`src/rtl/sit_pkg.sv`:
```
// Shared types and constants for the sorted insert table.
package sit_pkg;

    localparam int CAPACITY = 32;
    localparam int KEY_W    = 32;
    localparam int PAY_W    = 48;
    localparam int IDX_W    = 5;
    localparam int CNT_W    = $clog2(CAPACITY + 1);

    typedef enum logic [1:0] {
        REQ_INSERT = 2'd0,
        REQ_READ   = 2'd1,
        REQ_CLEAR  = 2'd2,
        REQ_NOP    = 2'd3
    } t_req;

    typedef struct packed {
        logic [1:0]              req_type;
        logic signed [KEY_W-1:0] new_key;
        logic [PAY_W-1:0]        new_payload;
        logic [IDX_W-1:0]        read_index;
    } t_in_item;

    typedef struct packed {
        logic [CNT_W-1:0]        entry_count;
        logic                    table_full;
        logic                    insert_dropped;
        logic                    read_valid;
        logic signed [KEY_W-1:0] read_key;
        logic [PAY_W-1:0]        read_payload;
    } t_out_item;

    // Broadcast from the controller to every cell.
    typedef struct packed {
        logic                    ins_en;
        logic signed [KEY_W-1:0] key;
        logic [PAY_W-1:0]        payload;
    } t_cell_ctl;

    // Neighbor link: a cell's contents and whether its key exceeds the new key.
    typedef struct packed {
        logic                    gt;
        logic signed [KEY_W-1:0] key;
        logic [PAY_W-1:0]        payload;
    } t_cell_link;

endpackage

```
`src/rtl/sit_cell.sv`:
```
// One table slot: holds an entry, compares against the new key, shifts up on insert.
module sit_cell (
    input  logic                  i_clk,
    input  sit_pkg::t_cell_ctl    i_ctl,
    input  logic                  i_valid,  // slot holds an entry
    input  logic                  i_open,   // first empty slot
    input  sit_pkg::t_cell_link   i_prev,   // lower neighbor
    output sit_pkg::t_cell_link   o_link
);

    logic signed [sit_pkg::KEY_W-1:0] r_key;
    logic [sit_pkg::PAY_W-1:0]        r_payload;
    logic signed [sit_pkg::KEY_W-1:0] n_key;
    logic [sit_pkg::PAY_W-1:0]        n_payload;
    logic                             gt;

    assign gt = i_valid && (r_key > i_ctl.key);

    always_comb begin
        n_key     = r_key;
        n_payload = r_payload;
        if (i_ctl.ins_en && (i_valid || i_open)) begin
            if (i_prev.gt) begin
                // lower neighbor moves up into this slot
                n_key     = i_prev.key;
                n_payload = i_prev.payload;
            end else if (gt || i_open) begin
                n_key     = i_ctl.key;
                n_payload = i_ctl.payload;
            end
        end
    end

    always_ff @(posedge i_clk) begin
        r_key     <= n_key;
        r_payload <= n_payload;
    end

    assign o_link.gt      = gt;
    assign o_link.key     = r_key;
    assign o_link.payload = r_payload;

endmodule

```
`config.mk`:
```
export PLATFORM = sky130hd
export DESIGN_NAME = sit_cell
export DESIGN_NICKNAME = d
export VERILOG_FILES = /design/src/rtl/sit_pkg.sv /design/src/rtl/sit_cell.sv
export SDC_FILE = /design/constraint.sdc
export NUM_CORES = 1
export LEC_CHECK = 0
export BUFFER_PORTS_ARGS = -buffer_cell sky130_fd_sc_hd__buf_2
export CAP_MARGIN = 25
export CORE_MARGIN = 2
export CORE_UTILIZATION = 47
export CTS_CLUSTER_DIAMETER = 120
export DETAILED_ROUTE_END_ITERATION = 7
export PLACE_DENSITY = 0.82
export SYNTH_ARGS = -nofsm -noshare
export SYNTH_HDL_FRONTEND = slang
export SYNTH_SLANG_ARGS = --single-unit
```
`constraint.sdc`:
```
create_clock -name i_clk -period 7.4 [get_ports i_clk]
set_input_delay 0 -clock i_clk [delete_from_list [all_inputs] [get_ports i_clk]]
set_output_delay 0 -clock i_clk [all_outputs]
set_load 0.02 [all_outputs]
```
Yosys cells after proc, flatten, opt, wreduce, memory -nomap -nowiden
Cells that the tools add are included.
Widths: inputs -> output; s select.

word-level totals
  register bits after elaboration = 80
  input bits = 165
  output and inout port bits = 81
  logic and storage cells = 13

operators by class
  order comparisons = 1
  mux-type cells = 4
  reduce and logical (&&, ||, !) cells = 6

operator list
  operator           count
  $mux 48            2
  $mux 32            2
  $gt 32x32->1       1
  $logic_and 1x1->1  2
  $logic_or 1x1->1   2
  $reduce_and 2->1   1
  $reduce_bool 2->1  1

Depth between registers and ports, before layout
Gate-level depths: netlist of run 1.

  word-level depth = 5
  depth in mapped cells = 9
  mapped depth without buffers = 8

Worst setup path after synthesis of run 1
OpenSTA, ideal clock, no wires.

  kind = reg2reg
  from = register r_key[14] in the netlist's numbering
  to = register r_key[0] in the netlist's numbering (enable)
  setup time = 1.160 ns
  arrival time = 3.941 ns
  required time = 6.240 ns
  path slack = 2.298 ns
  stages on the path, launching flop included = 8
  buffers on the path = 0
  period minus slack after synthesis = 5.102 ns
  cells stage by stage = edfxtp_1 > ha_1 > a21oi_2 > nand2_1 > a221o_1 > o31a_1 > nand4_1 > nand4_1

between the ends
  cells in the longest elaborated chain, start to end = 5

RTL lines
  item                         line            source
  start: declaration           sit_cell.sv:11  logic signed [sit_pkg::KEY_W-1:0] r_key;
  start signal: assignment     sit_cell.sv:35  r_key <= n_key;
  $gt 32x32->1                 sit_cell.sv:17  assign gt = i_valid && (r_key > i_ctl.key);
  $logic_and 1x1->1            sit_cell.sv:17
  $logic_or 1x1->1             sit_cell.sv:27  end else if (gt || i_open) begin
  $reduce_bool 2->1 (no line)  n/a
  $reduce_and 2->1 (no line)   n/a

Every way passes these cells.
A chain may end at the register's enable or synchronous reset.

Worst setup path after layout of run 1
Same ends and word-level chain as after synthesis.

==> results of run 1 <==
==> stage by stage <==
stage                     hold slack, ns  power [uW]
after floorplan                   0.1871       749.0
after global placement            0.2782       849.6
after detailed placement          0.2847       860.5
after CTS                       0.002171        1227
after global routing             0.01931        1290
final                            0.01665        1246
==> kinds of logic (layout without fill, tap and decap cells) <==
| kind of cell | after synthesis | after routing | synth area share |
|---|---|---|---|
| simple gates | 61 | 61 | 0.07065 |
| other cells | 0 | 1 | 0 |
| flops | 80 | 80 | 0.5773 |
| compound gates | 57 | 57 | 0.07697 |
| mux | 50 | 50 | 0.1350 |
| buf+inv | 47 | 428 | 0.04390 |
| fa+ha+maj | 32 | 32 | 0.09621 |
==> per-layer routing <==
| layer | wire, um | global-route usage | up-vias |
|---|---|---|---|
| met5 | 0 | 0 | - |
| met4 | 799 | 0.1677 | 0 |
| met3 | 1066 | 0.07373 | 61 |
| met2 | 7789 | 0.5569 | 254 |
| met1 | 5480 | 0.3232 | 1936 |
| li1 | - | - | 1964 |
==> power groups by stage <==
| stage | Clock (uW) | Sequential [uW] | Combinational (uW) |
|---|---|---|---|
| 2_1_floorplan | 0 | 647 | 102 |
| 3_3_place_gp | 0 | 581 | 268 |
| 3_5_place_dp | 0 | 584 | 276 |
| 4_1_cts | 314 | 574 | 339 |
| 5_1_grt | 331 | 582 | 377 |
| 6_report | 316 | 578 | 353 |
==> cell type report <==
type,count,area (um2)
inverters,34,127.6
multi-input cells,200,1577
repair buffers,378,2552
clock buffers,9,123.9
flip-flops and latches,80,2402
diodes,1,2.502
clock inverters,7,60.06
well taps,108,135.1
fillers,461,1655
==> state kept, by name, indices dropped and copies added, names as in the netlist <==
signal / count
r_key: 32
r_payload: 48
==> synthesized netlist by cell type (all sizes together) <==
master	n	share of area
a2111oi	1	0.0021
a211oi	2	0.0036
a21o	4	0.0072
a21oi	13	0.017
a221o	1	0.0024
a31oi	1	0.0015
buf	8	0.0087
clkbuf	5	0.0045
edfxtp	80	0.58
ha	32	0.096
inv	34	0.031
mux2	49	0.13
mux2i	1	0.0024
nand2	37	0.033
nand3	5	0.0060
nand4	11	0.017
nand4b	1	0.0021
nor2	2	0.0018
nor2b	2	0.0036
nor3	1	0.0012
nor3b	1	0.0030
nor4	1	0.0030
o211ai	1	0.0018
o21ai	33	0.040
o31a	1	0.0021
==> worst min-delay path: stages <==
cell     delay, ns
buf_2         0.07
inv_1         0.04
o21ai_0       0.15
==> final timing paths <==
check / from / slack (ns) / cells after the start / to
min reg2reg: r_key[31]$_DFFE_PP_ / 1.39 / 4 / r_key[27]$_DFFE_PP_
max reg2reg: r_key[14]$_DFFE_PP_ / 4.57 / 7 / r_key[0]$_DFFE_PP_
max: r_key[14]$_DFFE_PP_ / 4.57 / 7 / r_key[0]$_DFFE_PP_
min: i_ctl[77] / 0.02 / 3 / r_key[29]$_DFFE_PP_
==> impl_metrics.yaml, run 1 <==
timing:
  fin_skew_ns: 0.01863
  maxSlewHeadroom: 0.5316
  setup_slack_ns: 4.569
  timing.final.crit_period_ns: 2.831
  finalSetupViolations: 0
  fin_crit_sh: 0.3826
  drv_slew: 0
  hold_viol_final: 0
  worst_slew_pin_slew_ns: 0.7025
  rsz0062_at_grt: "false"
  setup_tns_ns: 0
  fmax_ghz: 0.3532
power_and_ir_drop:
  vdd_drop_max_mv: 0.1124
  internal_power_uw: 853.8
  power.share.sequential: 0.463
  pwr-share-clk: 0.254
  power.switching_uw: 392.6
  swShare: 0.3150
  combPwrFrac: 0.283
  powerDensity_nw_per_um2: 178.6
  p_leak_uw: 0.003241
cts:
  insertion_delay_ns: 0.36
  cts.sinks: 80
  cts_htree_levels: 3
  cts_tree: "built"
  post_cts_buffers: 0
  cts_root_buffer: "clkbuf_8"
  numCtsBuffers: 9
  cts_buffer_depth: 2
  cts_hold_buf: 130
  ctsResizeCount: 0
  clkTransAtPathRegs_ns: 0.10
placement:
  placed_area_um2: 5493
  post-dp-hpwl_mm: 8.545
  dp_cells: 670
  dp_slack_ns: 4.597
  numPortBuffers: 245
  gp_congestion: 0.8782
worst_setup_path:
  crit_buf_inv: 1
  critPathMaxStageDelay_ns: 0.53
  cp_cell_sequence: "ha_1 > nand4_1 > a2111oi_0 > o31a_1 > nand4_1 > nand4_1 > buf_4"
  cp.required_ns: 7.39
  path_max_fanout: 41
  worst_setup_path_start_kind: "flop"
  worst-setup-path-type: "reg -> reg"
  crit_path_frequent_cell: "nand4_1"
  end_kind: "flop"
  critPathTopFamily: "compound AO/OA/AOI/OAI gates"
  crit_slowest_cell: "a2111oi_0"
  worst_ep_arrival_time_ns: 2.82
detailed_routing:
  wl_mm: 15.14
  detail-route-antenna-nets: 0
  drc: 0
  drt_first_iter_violations: 188
  route.vias.total: 4215
  wl_per_cell_um: 18.53
  dr.pass1.iters: 5
  drt-vias-per-instance: 5.159
die:
  die_h_um: 98.10
  dieArea_um2: 9623
  die_w_um: 98.10
  io_pins: 246
  core_um2: 8636
  row_count: 34
  start_util: 0.4819
grt:
  grt_pass1_vias: 4489
  grt_util_all_layers: 0.3059
  grt_overflow: 0
  antenna_found_initial: 1
  grt_pass1_wl_mm: 22.65
  grt_max_degree: 65
logic_synthesis:
  syn_area_um2: 4161
  yosysWarnings: 0
  ys_seq_area_frac: 0.5773
  yosys_register_bits: 80
  synth_cell_types: 30
  syn_nets: 524
  syn-instance-count: 327
  syn_avg_cell_area_um2: 12.73
cells_and_area:
  fin_cells: 817
  post-route-util: 0.8083
  final_cell_mix: "buf_2, dlygate4sd3_1, edfxtp_1, mux2_2, nand2_1"
  layout.nets: 900
  stdcell_area_um2: 6980
  drive_above_1_share: 0.4477
  area_growth_pct: 67.74
  layout_commonest_cell: "buf_2"
worst_hold_path:
  hold_path_class: "in -> reg"
run:
  drv_cap: 0
status:
  status: "finished, final reports clean"
Note: power is estimated with default switching activity, not from simulation.
==> run 2: changes to the inputs <==
Settings changed: CORE_UTILIZATION 47 to 44, PLACE_DENSITY 0.82 to 0.77.
Clock period 7.4 ns to 2.8 ns, I/O delays scaled along.
==> impl_metrics.yaml, run 2 (same netlist as run 1, synthesis figures left out) <==
die:
  start_util: 0.4525
  core_um2: 9196
  die_h_um: 101.3
  io_pins: 246
  dieArea_um2: 10250
  row_count: 35
  die_w_um: 101.3
timing:
  timing.final.crit_period_ns: 2.588
  fin_crit_sh: 0.9241
  rsz0062_at_grt: "false"
  hold_slack_ns: 0.01529
  fmax_ghz: 0.3865
  maxSlewHeadroom: 0.7344
  fin_skew_ns: 0.01370
  hold_viol_final: 0
  worst_slew_pin_slew_ns: 0.3884
  drv_slew: 0
  finalSetupViolations: 0
  setup_tns_ns: 0
cells_and_area:
  n_fill_cell: 559
  largest_reg_flops: 48
  fin_cells: 821
  layout.nets: 902
  top_register: "r_payload"
  drive_above_1_share: 0.4521
  layout_commonest_cell: "buf_2"
  n_antenna_cell: 0
  reg_top3: "r_payload (48), r_key (32)"
  area_growth_pct: 69.54
  final_cell_mix: "buf_2, dlygate4sd3_1, edfxtp_1, mux2_2, nand2_1"
cts:
  ctsResizeCount: 0
  insertion_delay_ns: 0.35
  clkTransAtPathRegs_ns: 0.09
  cts.sinks: 80
  cts_htree_levels: 3
  cts_root_buffer: "clkbuf_8"
  numCtsBuffers: 9
  cts_tree: "built"
  cts_buffer_depth: 2
power_and_ir_drop:
  p_leak_uw: 0.003242
  powerDensity_nw_per_um2: 461.5
  vdd_drop_max_mv: 0.2584
worst_setup_path:
  worst-setup-path-type: "reg -> reg"
  end_kind: "flop"
  worst_ep_arrival_time_ns: 2.62
  path_max_fanout: 44
  worst_setup_path_start_kind: "flop"
  cp.required_ns: 2.83
grt:
  grt_pass1_wl_mm: 22.00
  grt_max_degree: 45
  grt_overflow: 0
  grt_pass1_vias: 4349
  grt_util_all_layers: 0.2882
  antenna_found_initial: 0
placement:
  gp_congestion: 0.8011
  post-dp-hpwl_mm: 8.696
  dp_cells: 674
  numPortBuffers: 245
status:
  status: "finished, final reports clean"
detailed_routing:
  dr.pass1.iters: 4
  detail-route-antenna-nets: 0
  drt_first_iter_violations: 172
  drc: 0
  drt-vias-per-instance: 5.032
  wl_per_cell_um: 18.40
  route.vias.total: 4131
  wl_mm: 15.11
worst_hold_path:
  hold_path_class: "in -> reg"
run:
  drv_cap: 0
run 2: path summary, 6_finish.rpt:
path                        from                 endpoint  slack [ns]  depth (start not counted)
max          r_key[31]$_DFFE_PP_  r_payload[46]$_DFFE_PP_        0.21                          7
min                    i_ctl[57]       r_key[9]$_DFFE_PP_        0.02                          3
max reg2reg  r_key[31]$_DFFE_PP_  r_payload[46]$_DFFE_PP_        0.21                          7
min reg2reg  r_key[31]$_DFFE_PP_      r_key[25]$_DFFE_PP_        1.24                          4
run 2: through the flow:
stage	util	worst slack, ns	power (uW)	area, um2
3_5_place_dp	0.6053	0.2255	2293	5567
5_1_grt	0.7672	0.03672	3388	7056
6_report	0.7672	0.2124	3256	7056
4_1_cts	0.7661	0.2174	3218	7046
3_3_place_gp	0.6053	0.3454	2274	5567
2_1_floorplan	-	-2.193	1987	4199
run 2: power by group:
part	switching (uW)	internal, uW
logic	496	452
clock network	454	328
registers	50.9	1480
run 2: layout make-up:
class                   instances  area, um2  share of cell area
flip-flops and latches         80       2402              0.3405
clock inverters                 7      53.80            0.007625
clock buffers                   9      123.9             0.01756
inverters                      34      127.6             0.01809
repair buffers                380       2595              0.3678
multi-input cells             200       1614              0.2288
well taps                     111      138.9             0.01968
run 2: critical path: stages, from the launching register on:
cell      delay [ns]
edfxtp_1        0.43
ha_4            0.32
nand4_1         0.19
nor4_2          0.43
o31a_1          0.27
nand4_1         0.10
nand4_1         0.21
buf_12          0.28
run 2: timing repair:
action,4_1_cts,5_1_grt
hold buffers,130,1
buffers inserted,0,0
endpoints found under the hold margin,80,1
run 2: per-layer routing:
metal / up-vias / track usage / share of wire
met5: - / 0 / 0
met4: 0 / 0.1694 / 0.057
met3: 58 / 0.06625 / 0.069
met2: 229 / 0.5155 / 0.51
met1: 1885 / 0.3103 / 0.37
li1: 1959 / - / -
==> run 3: changes to the inputs <==
Settings changed: BUFFER_PORTS_ARGS -buffer_cell sky130_fd_sc_hd__buf_2 to -buffer_cell sky130_fd_sc_hd__buf_4.
==> impl_metrics.yaml, run 3 (same netlist as run 1, synthesis figures left out) <==
cts:
  cts_buffer_depth: 2
  cts_root_buffer: "clkbuf_8"
  ctsResizeCount: 0
  cts_tree: "built"
  insertion_delay_ns: 0.35
  clkTransAtPathRegs_ns: 0.09
  cts.sinks: 80
  cts_htree_levels: 3
  numCtsBuffers: 9
detailed_routing:
  dr.pass1.iters: 4
  drt-vias-per-instance: 5.257
  drt_first_iter_violations: 217
  wl_mm: 16.99
  detail-route-antenna-nets: 0
  drc: 0
  route.vias.total: 4321
  wl_per_cell_um: 20.67
run:
  drv_cap: 0
die:
  io_pins: 246
  core_um2: 9196
  die_w_um: 101.3
  die_h_um: 101.3
  start_util: 0.4525
  dieArea_um2: 10250
  row_count: 35
cells_and_area:
  final_cell_mix: "buf_4, dlygate4sd3_1, edfxtp_1, mux2_2, nand2_1"
  stdcell_area_um2: 7750
  largest_reg_flops: 48
  layout_commonest_cell: "buf_4"
  area_growth_pct: 86.23
  top_register: "r_payload"
  post-route-util: 0.8427
  layout.nets: 902
  reg_top3: "r_payload (48), r_key (32)"
  drive_above_1_share: 0.4493
power_and_ir_drop:
  vdd_drop_max_mv: 0.2659
  swShare: 0.2829
  p_leak_uw: 0.003496
  power.share.sequential: 0.416
  powerDensity_nw_per_um2: 478.2
  finalPower_uw: 3706
  pwr-share-clk: 0.287
  combPwrFrac: 0.297
  power.switching_uw: 1048
  internal_power_uw: 2658
placement:
  post-dp-hpwl_mm: 9.150
  placed_area_um2: 6182
  numPortBuffers: 245
  gp_congestion: 0.7884
worst_setup_path:
  crit_path_frequent_cell: "nand4_1"
  worst_setup_path_start_kind: "flop"
  worst_ep_arrival_time_ns: 2.59
  worst-setup-path-type: "reg -> reg"
  path_max_fanout: 44
  cp.required_ns: 2.83
  cp_cell_sequence: "ha_1 > nor2b_1 > o211ai_1 > a2111oi_0 > o31a_1 > nand4_1 > nand4_1 > buf_12"
  critPathMaxStageDelay_ns: 0.43
  crit_slowest_cell: "a2111oi_0"
  end_kind: "flop"
grt:
  antenna_found_initial: 1
  grt_overflow: 0
  grt_pass1_wl_mm: 25.01
  grt_max_degree: 62
  grt_pass1_vias: 4704
  grt_util_all_layers: 0.3289
worst_hold_path:
  hold_path_class: "in -> reg"
timing:
  worst_slew_pin_slew_ns: 0.5298
  fin_crit_sh: 0.9147
  finalSetupViolations: 0
  drv_slew: 0
  maxSlewHeadroom: 0.6468
  fmax_ghz: 0.3905
  timing.final.crit_period_ns: 2.561
  rsz0062_at_grt: "false"
  hold_viol_final: 0
  fin_skew_ns: 0.01487
status:
  status: "finished, final reports clean"
[run 3: path summary, 6_finish.rpt]
path                                     startpoint                      end  slack, ns  cells after the start
worst max-delay path             r_key[1]$_DFFE_PP_       r_key[3]$_DFFE_PP_       0.24                      8
worst min-delay path                      i_ctl[59]      r_key[11]$_DFFE_PP_       0.01                      3
worst max register to register   r_key[1]$_DFFE_PP_       r_key[3]$_DFFE_PP_       0.24                      8
worst min register to register  r_key[31]$_DFFE_PP_  r_payload[31]$_DFFE_PP_       1.25                      4
[run 3: critical path: cells and delay by family, from the launching register on]
family,cells,cell delay (ns)
DFF,1,0.42
AOI/OAI and AO/OA,3,0.76
adders and majority gates,1,0.32
buffers and inverters,1,0.29
and+or+nand+nor,3,0.44
[run 3: area by class of cell]
| class | count | area (um2) |
|---|---|---|
| tap | 111 | 138.9 |
| antenna | 1 | 2.502 |
| multi-input combinational | 200 | 1614 |
| timing repair buffer | 380 | 3221 |
| inverter | 34 | 127.6 |
| clock inverter | 6 | 116.4 |
| clock buffer | 10 | 127.6 |
| sequential | 80 | 2402 |
| fill | 456 | 1446 |
[run 3: per-stage QoR]
stage                     setup TNS (ns)  hold WS (ns)  instances  worst slack (ns)
after floorplan                  -175.43        0.1871        327            -2.193
after global placement                 0        0.2762        673            0.3481
after detailed placement               0        0.2840        673            0.2675
after CTS                              0      0.001665        821            0.2328
after global routing                   0       0.03271        822            0.1265
final                                  0       0.01138        822            0.2389
[run 3: routing by layer]
| layer | share of wire | GRT usage |
|---|---|---|
| met3 | 0.065 | 0.07522 |
| met1 | 0.37 | 0.3658 |
| met2 | 0.51 | 0.5772 |
| met4 | 0.062 | 0.1902 |
| met5 | 0 | 0 |
[run 3: power by group through the flow]
stage	Combinational (uW)	Sequential, uW	Clock [uW]
finish	1100	1540	1060
CTS	1050	1530	1050
global placement	869	1540	0
global route	1160	1550	1110
floorplan	277	1710	0
detailed placement	879	1550	0
[run 3: repair_timing]
action	in CTS	in global routing
buffers inserted	0	0
setup endpoints to repair	0	0
endpoints found under the hold margin	80	0
hold buffers	132	0
